===== config.mk =====
export PLATFORM = sky130hd
export DESIGN_NAME = slot_pool_allocator_unit
export DESIGN_NICKNAME = d
export VERILOG_FILES = /design/src/hdl/spa_pkg.sv /design/src/hdl/slot_pool_allocator_unit.sv
export SDC_FILE = /design/constraint.sdc
export NUM_CORES = 1
export LEC_CHECK = 0
export ABC_AREA = 1
export BUFFER_PORTS_ARGS = -buffer_cell sky130_fd_sc_hd__buf_2
export CORE_UTILIZATION = 23
export DETAILED_ROUTE_END_ITERATION = 8
export PLACE_DENSITY = 0.49
export SLEW_MARGIN = 15
export SYNTH_ARGS = -nofsm -noshare
export SYNTH_HDL_FRONTEND = slang
export SYNTH_SLANG_ARGS = --single-unit

===== constraint.sdc =====
create_clock -name clk -period 4.85 [get_ports clk]
set_input_delay 0.97 -clock clk [delete_from_list [all_inputs] [get_ports clk]]
set_output_delay 0.97 -clock clk [all_outputs]
set_load 0.02 [all_outputs]

===== src/hdl/spa_pkg.sv =====
`timescale 1ns / 1ps
// ----------------------------------------------------------------------------
// spa_pkg
// Shared types and constants for the slot pool allocator.
// ----------------------------------------------------------------------------
package spa_pkg;

  localparam int MAX_SLOTS  = 64;
  localparam int SLOT_W     = 6;
  localparam int COUNT_W    = 7;
  localparam int SLOT_LIMIT = (MAX_SLOTS < 64) ? MAX_SLOTS : 64;
  localparam int CFG_ADDR_W = 3;
  localparam int CFG_DATA_W = 32;

  // register index, taken from paddr[2]
  localparam logic [0:0] REG_ACTIVE_SLOTS = 1'b0;

  typedef enum logic [0:0] {
    OP_ACQUIRE = 1'b0,
    OP_RELEASE = 1'b1
  } op_t;

  typedef enum logic [2:0] {
    ST_OK             = 3'd0,
    ST_EMPTY          = 3'd1,
    ST_RANGE          = 3'd2,
    ST_DOUBLE_FREE    = 3'd3,
    ST_USE_AFTER_FREE = 3'd4
  } status_t;

  typedef struct packed {
    op_t               opcode;
    logic [SLOT_W-1:0] slot_index;
  } req_t;

  typedef struct packed {
    logic [SLOT_W-1:0] granted_slot;
    status_t           status;
  } rsp_t;

endpackage


===== src/hdl/slot_pool_allocator_unit.sv =====
`timescale 1ns / 1ps
// ----------------------------------------------------------------------------
// slot_pool_allocator_unit
// Free-list slot allocator: LIFO stack of free indices plus a used bitmap.
// ----------------------------------------------------------------------------
// An item waits in the input register until its result is registered.
// Throughput: one item per cycle unless the result stalls; the two top stack
//   entries live in flops and the stack memory prefetches the third entry
//   down through its registered read port, so a pop or push never waits on it.
// Reset: pool holds all slots, identity stack, bitmap clear. Per-entry valid
//   bits make unwritten stack entries read as their own index; no sweep.
module slot_pool_allocator_unit (
  input  logic                              clk,
  input  logic                              rst,
  // request channel
  input  logic                              req_valid,
  output logic                              req_stall,
  input  spa_pkg::req_t                     req_item,
  // result channel
  output logic                              rsp_valid,
  input  logic                              rsp_stall,
  output spa_pkg::rsp_t                     rsp_item,
  // register port
  input  logic                              psel,
  input  logic                              penable,
  input  logic                              pwrite,
  input  logic [spa_pkg::CFG_ADDR_W-1:0]    paddr,
  input  logic [spa_pkg::CFG_DATA_W-1:0]    pwdata,
  output logic [spa_pkg::CFG_DATA_W-1:0]    prdata,
  output logic                              pready
);
  import spa_pkg::*;

  // --- registers -----------------------------------------------------------
  logic [COUNT_W-1:0]   active_slots;
  logic [COUNT_W-1:0]   free_count, free_count_next;
  // top0 = stack[free_count-1], top1 = stack[free_count-2]
  logic [SLOT_W-1:0]    top0, top0_next;
  logic [SLOT_W-1:0]    top1, top1_next;
  logic [MAX_SLOTS-1:0] used_map, used_map_next;

  // stack memory with per-entry valid bits; invalid entries read as index
  logic [SLOT_W-1:0]    stack_mem [MAX_SLOTS];
  logic [MAX_SLOTS-1:0] stack_valid;
  logic [SLOT_W-1:0]    mem_q;       // registered read data
  logic [SLOT_W-1:0]    rd_addr_q;   // address behind mem_q
  logic                 rd_valid_q;  // valid bit behind mem_q
  logic [SLOT_W-1:0]    rd_addr;
  logic [COUNT_W-1:0]   rd_span;
  logic [SLOT_W-1:0]    below;       // stack[free_count-3]

  // input register
  logic                 item_valid;
  req_t                 item;
  logic                 advance;

  rsp_t                 result;
  logic                 pop, push, do_pop, do_push;

  // register port
  logic                 cfg_hit;
  logic [COUNT_W-1:0]   wr_raw, wr_slots;
  logic [COUNT_W-1:0]   wr_m1, wr_m3;

  // --- handshake -----------------------------------------------------------
  // One item sits in the input register; it moves on when the result
  // register is empty or draining this cycle.
  assign advance   = item_valid && (!rsp_valid || !rsp_stall);
  assign req_stall = item_valid && !advance;

  // --- register port -------------------------------------------------------
  assign pready  = 1'b1;
  assign cfg_hit = psel && penable && pwrite && pready &&
                   (paddr[CFG_ADDR_W-1:2] == REG_ACTIVE_SLOTS);
  assign wr_raw  = pwdata[COUNT_W-1:0];

  always_comb begin
    // clamp into 1..SLOT_LIMIT
    if (wr_raw == '0) begin
      wr_slots = COUNT_W'(1);
    end else if (wr_raw > COUNT_W'(SLOT_LIMIT)) begin
      wr_slots = COUNT_W'(SLOT_LIMIT);
    end else begin
      wr_slots = wr_raw;
    end
    wr_m1 = wr_slots - COUNT_W'(1);
    wr_m3 = wr_slots - COUNT_W'(3);
  end

  always_comb begin
    if (paddr[CFG_ADDR_W-1:2] == REG_ACTIVE_SLOTS) begin
      prdata = {{(CFG_DATA_W-COUNT_W){1'b0}}, active_slots};
    end else begin
      prdata = '0;
    end
  end

  // --- stack entry below the cached pair -----------------------------------
  assign below = rd_valid_q ? mem_q : rd_addr_q;

  // --- one item: checks and decision ---------------------------------------
  always_comb begin
    result.granted_slot = '0;
    result.status       = ST_OK;
    pop  = 1'b0;
    push = 1'b0;
    unique case (item.opcode)
      OP_ACQUIRE: begin
        if (free_count == '0) begin
          result.status = ST_EMPTY;
        end else if (used_map[top0]) begin
          result.status = ST_USE_AFTER_FREE;
        end else begin
          pop                 = 1'b1;
          result.granted_slot = top0;
        end
      end
      OP_RELEASE: begin
        // order matters: range, full stack, used mark
        if ({1'b0, item.slot_index} >= active_slots) begin
          result.status = ST_RANGE;
        end else if (free_count >= active_slots) begin
          result.status = ST_DOUBLE_FREE;
        end else if (!used_map[item.slot_index]) begin
          result.status = ST_DOUBLE_FREE;
        end else begin
          push = 1'b1;
        end
      end
      default: begin
        result.status = ST_OK;
      end
    endcase
  end

  assign do_pop  = advance && pop;
  assign do_push = advance && push;

  always_comb begin
    free_count_next = free_count;
    top0_next       = top0;
    top1_next       = top1;
    used_map_next   = used_map;
    if (do_pop) begin
      free_count_next         = free_count - COUNT_W'(1);
      top0_next               = top1;
      top1_next               = below;
      used_map_next[top0]     = 1'b1;
    end else if (do_push) begin
      free_count_next                 = free_count + COUNT_W'(1);
      top0_next                       = item.slot_index;
      top1_next                       = top0;
      used_map_next[item.slot_index]  = 1'b0;
    end
    // prefetch the entry that becomes top1 on the next pop
    rd_span = free_count_next - COUNT_W'(3);
    rd_addr = rd_span[SLOT_W-1:0];
  end

  // stack[count-2] after a re-init is count-2 (unused when count < 2)
  function automatic logic [SLOT_W-1:0] top0_reinit(input logic [COUNT_W-1:0] cnt);
    logic [COUNT_W-1:0] m2;
    m2 = cnt - COUNT_W'(2);
    return m2[SLOT_W-1:0];
  endfunction

  // --- control state -------------------------------------------------------
  always_ff @(posedge clk) begin
    if (rst) begin
      active_slots <= COUNT_W'(SLOT_LIMIT);
      free_count   <= COUNT_W'(SLOT_LIMIT);
      top0         <= SLOT_W'(SLOT_LIMIT - 1);
      top1         <= SLOT_W'(SLOT_LIMIT - 2);
      used_map     <= '0;
      stack_valid  <= '0;
      rd_valid_q   <= 1'b0;
      rd_addr_q    <= SLOT_W'(SLOT_LIMIT - 3);
      item_valid   <= 1'b0;
      rsp_valid    <= 1'b0;
    end else begin
      if (!item_valid || advance) begin
        item_valid <= req_valid;
      end
      if (advance) begin
        rsp_valid <= 1'b1;
      end else if (!rsp_stall) begin
        rsp_valid <= 1'b0;
      end

      if (cfg_hit) begin
        // re-initialize: identity stack, clear bitmap, full pool
        active_slots <= wr_slots;
        free_count   <= wr_slots;
        top0         <= wr_m1[SLOT_W-1:0];
        top1         <= top0_reinit(wr_slots);
        used_map     <= '0;
        stack_valid  <= '0;
        rd_valid_q   <= 1'b0;
        rd_addr_q    <= wr_m3[SLOT_W-1:0];
      end else begin
        free_count <= free_count_next;
        top0       <= top0_next;
        top1       <= top1_next;
        used_map   <= used_map_next;
        if (do_push) begin
          stack_valid[free_count[SLOT_W-1:0]] <= 1'b1;
        end
        rd_valid_q <= stack_valid[rd_addr];
        rd_addr_q  <= rd_addr;
      end
    end
  end

  // --- stack memory --------------------------------------------------------
  always_ff @(posedge clk) begin
    if (do_push) begin
      stack_mem[free_count[SLOT_W-1:0]] <= item.slot_index;
    end
    mem_q <= stack_mem[rd_addr];
  end

  // --- payload registers ---------------------------------------------------
  always_ff @(posedge clk) begin
    if (!item_valid || advance) begin
      item <= req_item;
    end
    if (advance) begin
      rsp_item <= result;
    end
  end

endmodule


Word level (Yosys, flattened, before mapping)
Memories as Yosys holds them, arrays and structs flattened. A register that Yosys moved wholly into a read port is not among the register bits.
Index checks and enable logic that the tools add are counted.
- bits in writable memories: 384
- input port bits: 49
- bits in registers: 179
- memories kept: 1
- bitwise logic cells: 6
- order comparisons: 10
- reductions and logical operators: 22
- eq/ne operators: 1
- mux-type cells: 45
- add/subtract/negate cells: 6
- memory list (memory ; depth ; bits a word ; rd ports ; clocked after memory_dff ; write ports ; line ; RTL):
    stack_mem ; 64 ; 6 ; 1 ; 1 ; 1 ; slot_pool_allocator_unit.sv:43 ; logic [SLOT_W-1:0] stack_mem [MAX_SLOTS];
- operators with widths (cell ; count):
    64-bit two-way mux ; 2
    64-bit bitwise OR ; 2
    64-bit AND ; 1
    64-bit inverter ; 1
    6-bit two-way mux ; 8
    7-bit two-way mux ; 6
    6-bit by 7-bit < comparator with 1-bit output (second input constant) ; 4
    1-bit binary-select mux with 6-bit select ; 3
    1-bit demux with 6-bit select ; 3
    6-bit by 1-bit greater-or-equal comparator with 1-bit output (second input constant) ; 3
    6-bit by 2-bit subtractor with 6-bit output (second input constant) ; 3
    1-bit two-way mux ; 17
    7-bit logical NOT ; 2
    1-bit logical AND ; 10
    7-bit by 1-bit adder with 7-bit output (second input constant) ; 1
    6-bit by 7-bit greater-or-equal comparator with 1-bit output ; 1
    7-bit greater-or-equal comparator ; 1
    7-bit > comparator (second input constant) ; 1
    7-bit by 1-bit subtractor with 7-bit output (second input constant) ; 1
    2-bit two-way mux ; 3
    3-bit two-way mux ; 2
    3-bit one-hot mux with 2 select lines ; 1
    6-bit by 1-bit subtractor with 6-bit output (second input constant) ; 1
    1-bit logical NOT ; 4
    7 further kinds ; 9

Depth between registers and ports, before layout
- depth in word-level cells: 12
- mapped depth: 30
- mapped depth without buffers: 26

Least setup slack after synthesis
OpenSTA, ideal clock, no wires.
- path kind: reg-to-reg
- start: register item[0] in the netlist's numbering
- end: register mem_q[4], read port of stack_mem
- setup slack: 92 ps
- arrival time: 4699 ps
- library setup time: 59 ps
- stages on the path, launching flop included: 29
- cell sequence: edfxtp_1 buf_6 inv_4 buf_4 ha_1 inv_1 nand2_1 a21oi_1 nor2_1 nor2_1 nor3_1 nor2_1 nand4_4 nand2_4 nand2_4 nand2_4 buf_4 buf_2 ha_1 inv_1 clkbuf_1 clkbuf_1 o21ai_0 o21bai_1 nand3_1 nand3_1 nand3_1 nand3_1 nand2_1
- cells in the longest elaborated chain, start to end: 10
- elaborated cells between the ends (all ways): 11
- classes of those cells: add/sub: 1; order compare: 1; mux: 8; reduce/logical: 1
- RTL lines (item ; line ; RTL):
    start, declared ; slot_pool_allocator_unit.sv:54 ; req_t item;
    start signal, assigned ; slot_pool_allocator_unit.sv:225 ; item <= req_item;
    1-bit binary-select mux with 6-bit select ; slot_pool_allocator_unit.sv:124 ; end else if (!used_map[item.slot_index]) begin
    1-bit two-way mux (implied by the code) ; slot_pool_allocator_unit.sv:124 ;
    1-bit two-way mux ; slot_pool_allocator_unit.sv:124 ;
    1-bit two-way mux ; slot_pool_allocator_unit.sv:122 ; end else if (free_count >= active_slots) begin
    1-bit two-way mux * ; slot_pool_allocator_unit.sv:120 ; if ({1'b0, item.slot_index} >= active_slots) begin
    1-bit two-way mux * ; slot_pool_allocator_unit.sv:107 ; unique case (item.opcode)
    1-bit logical AND * ; slot_pool_allocator_unit.sv:137 ; assign do_push = advance && push;
    7-bit two-way mux * ; slot_pool_allocator_unit.sv:149 ; end else if (do_push) begin
    7-bit two-way mux * ; slot_pool_allocator_unit.sv:144 ; if (do_pop) begin
    6-bit by 2-bit subtractor with 6-bit output * ; slot_pool_allocator_unit.sv:156 ; rd_span = free_count_next - COUNT_W'(3);
    end, declared ; slot_pool_allocator_unit.sv:45 ; logic [SLOT_W-1:0] mem_q;
Every way passes the cells marked *; elsewhere a longest branch is shown, timed or not. The select of a mux whose other input is x is not followed.
A chain may end at the register's enable or synchronous reset.

Final worst setup path
- start: register item[2] in the netlist's numbering
- end: register mem_q[2], read port of stack_mem
The elaborated chain is that of the path after synthesis.

==> metrics.yaml <==
min_path:
  holdPathEnd: "stack_valid[9]"
  min_delay_path_depth: 1
  hold_class: "reg2reg"
  hp-start: "stack_valid[9]"
synth:
  netlist_instances: 2883
  yosys-top-cells-count: "nand2_1 (790), edfxtp_1 (400), nand3_1 (271)"
  ys_types: 47
  yosys_warnings: 0
  yosysMostFrequentCell: "nand2_1"
  yosys.area.top_type: "edfxtp_1"
  ys_async_sr_fraction_pct: 0
  synthFlopType: "edfxtp_1"
  synth.avg_cell_area_um2: 9.24
  yosysSeqAreaShare_pct: 57.8
  synth_area_um2: 26600
  synthTopCellsByArea: "edfxtp_1 (45%), dfxtp_1 (13%), nand2_1 (11%), nand3_1 (5.1%), o21ai_0 (3.1%)"
  ys_ff_latch: 569
  synth.top_cell.area_share_pct: 45.1
  synth-edff-count: 400
timing:
  rsz0062_at_grt: "no"
  tightest_slew_ns: 1.13
  finClkSkew_ns: 0.0621
  hold_viol_final: 0
  setup_ws_ns: 0.560
  setup_viol: 0
  maxSlewViolCount: 0
  fin_crit_ns: 4.29
  fmax_mhz: 233
  post-route-period-util_pct: 88.5
  max_slew_margin_pct: 24.7
  timing.hold.ws_ns: 0.462
  tns_ns: 0
detailed_routing:
  wl_met1_mm: 38.6
  routed_wl_mm: 83.5
  drtAntennaViolNets: 0
  wl_met3_mm: 4.06
  dr.first_iter.drc_count: 1902
  wl_per_cell_um: 18.6
  wl_met2_mm: 38.7
  viasPerCell: 4.60
  top_layer_used: "met4"
  drc: 0
  vias: 20700
  first_pass_iters: 7
placement:
  gp_congestion: 0.853
  place_ws_ns: 0.594
  hpwl_mm: 51.3
  portBuffers: 39
clock_tree:
  cts_buffers: 60
  cts_hold_buffers: 0
  ctsResizeCount: 0
  clkLatencyLatePin_ns: 0.67
  cts_tree: "done"
  clk_pin_slew_ns: 0.06
  clk_path_buf_depth: 3
  postCtsSetupRepairBufs: 0
  cts.sinks: 569
  h-tree-depth: 2
  ctsRootBufferMaster: "clkbuf_16"
final_layout:
  num_antenna_cells: 0
  fillers: 12200
  syn_to_final_growth_pct: 15.9
  nets: 3002
  drive_gt1_share_pct: 10.4
  post-route-util_pct: 26.9
die:
  dieArea_um2: 117000
  pin_count: 93
  initial_core_util_pct: 23.3
  die_w_um: 342
  rows: 124
  core_area_um2: 115000
  die_h_um: 342
pwr:
  power_w: 0.0128
  power.share.combinational_pct: 21.7
  power_density_nw_per_um2: 416
  seqPwrFrac_pct: 41.6
  p_switching_w: 0.00407
  peakVddDrop_uv: 310
  swShare_pct: 31.7
  p_clk_share_pct: 36.7
  p_leak_nw: 11.3
  intPower_w: 0.00878
critical_path:
  critical_path_required_ns: 5.44
  start_kind: "flop"
  crit_path_max_fanout: 62
  path_class: "reg2reg"
  worst_setup_path_end_kind: "flop"
  timing.rr.end: "mem_q[2]"
  r2r_slack_ns: 0.56
  r2r_cells: 22
  worstPathArrival_ns: 4.88
  timing.rr.start: "item[2]"
global_routing:
  grt_overflow: 0
  grt_max_degree: 110
  antenna_found_initial: 2
  grt_pass1_vias: 19600
  grt_pass1_wl_mm: 126
  track_usage_pct: 14.0
run_status:
  status: "completed"
run:
  cap_violations: 0
## logic make-up (layout without fill, tap and decap cells)
group	after synthesis	in the layout	share of synthesized area [%]
AO/OA/AOI/OAI	495	495	11.7
buffers and inverters	414	490	7.17
other	2	26	0.0282
multiplexers	3	3	0.113
adder cells (fa/ha/maj)	22	22	1.03
flip-flops	569	569	57.8
AND/OR/NAND/NOR	1367	1367	21.7
XOR/XNOR	11	11	0.446
## metal layers
layer / global-route usage, % / vias up
met5: 0 / -
met2: 22.7 / 585
met4: 4.09 / 0
li1: - / 9937
met3: 1.75 / 121
met1: 19.5 / 10000
## power groups by stage
stage / Sequential (W) / Combinational [W] / Clock, W
finish: 0.00534 / 0.00279 / 0.00471
global route: 0.00535 / 0.00306 / 0.00497
CTS: 0.00534 / 0.00281 / 0.00480
detailed placement: 0.00545 / 0.00279 / 0
global placement: 0.00545 / 0.00279 / 0
floorplan: 0.00544 / 0.00174 / 0
## sequential cells by signal, summed over array words and instances, names as in the netlist
register and flops:
rd_addr_q 6, free_count 7, rsp_item 9, item 7
stack_valid 64, active_slots 7, rsp_valid 1, rd_valid_q 1
used_map 64, stack_mem 384, mem_q 6, top1 6
top0 6, item_valid 1
## how the worst max path moves through the flow
| stage | from | endpoint | slack, ns | depth (start not counted) |
|---|---|---|---|---|
| final | item[2] | mem_q[2] | 0.56 | 22 |
| after global routing | free_count[0] | mem_q[2] | 0.23 | 27 |
| after CTS | free_count[0] | mem_q[2] | 0.59 | 17 |
| after detailed placement | item[2] | mem_q[2] | 0.59 | 22 |
| after global placement | item[2] | mem_q[2] | 0.55 | 22 |
| after floorplan | item[0] | mem_q[4] | 0.09 | 28 |
## layout make-up
cell class                 instances  area, µm²  area share, %
clock buffer                      78       1660           5.38
clock inverter                    36        337           1.09
inverter                         219        830           2.69
multi-input combinational       1924       9480           30.7
sequential                       569      15400           49.9
tap                             1512       1890           6.13
timing repair buffer             157       1260           4.07
## worst max-delay path: stages, from the launching register on
cell      delay [ns]
edfxtp_1        0.68
inv_2           0.07
nor2_1          0.52
nand3_1         0.17
nand2_1         0.16
nor2_1          0.06
nor2_1          0.18
nor2_1          0.06
nand2_1         0.08
nor2_2          0.05
nand4_4         0.10
nand2_1         0.06
nand3_1         0.08
nand2_1         0.15
ha_4            0.34
clkinv_2        0.11
buf_12          0.29
o211ai_1        0.17
nand3_1         0.10
nand2_1         0.10
o211ai_1        0.32
nand3_1         0.19
nand2_1         0.19
## cells in the final DEF (no fill, tap or decap), types with 5 or more instances in the layout
| cell | netlist | layout |
|---|---|---|
| clkbuf_8 | 0 | 7 |
| clkinv_2 | 0 | 14 |
| clkbuf_1 | 72 | 10 |
| nand2_1 | 790 | 789 |
| o22ai_1 | 8 | 8 |
| bufinv_16 | 0 | 5 |
| nand2_2 | 7 | 8 |
| nor2_2 | 6 | 6 |
| clkbuf_16 | 0 | 61 |
| ha_1 | 22 | 21 |
| edfxtp_1 | 400 | 400 |
| a31oi_1 | 41 | 41 |
| o21ai_1 | 17 | 17 |
| buf_2 | 47 | 39 |
| a221oi_1 | 18 | 18 |
| clkinv_1 | 4 | 18 |
| nand3_1 | 271 | 271 |
| nor3_2 | 7 | 13 |
| buf_4 | 59 | 104 |
| inv_1 | 200 | 199 |
| a21oi_1 | 51 | 51 |
| o21ai_0 | 165 | 165 |
| nor2_1 | 183 | 182 |
| nand4_1 | 7 | 7 |
| o21a_1 | 60 | 60 |
| nor3_1 | 81 | 75 |
| a211oi_1 | 34 | 34 |
| conb_1 | 2 | 26 |
| inv_2 | 13 | 12 |
| dfxtp_1 | 169 | 169 |
| xor2_1 | 8 | 8 |
| o211ai_1 | 76 | 76 |
| buf_12 | 0 | 14 |
| o21bai_1 | 18 | 18 |
## per-stage QoR
| step | cell area (µm²) | cells |
|---|---|---|
| after floorplan | 26700 | 2907 |
| after global placement | 28900 | 4381 |
| after detailed placement | 28900 | 4381 |
| after CTS | 30900 | 4495 |
| after global routing | 30900 | 4495 |
| final | 30900 | 4495 |
(Power assumes the default switching activity.)
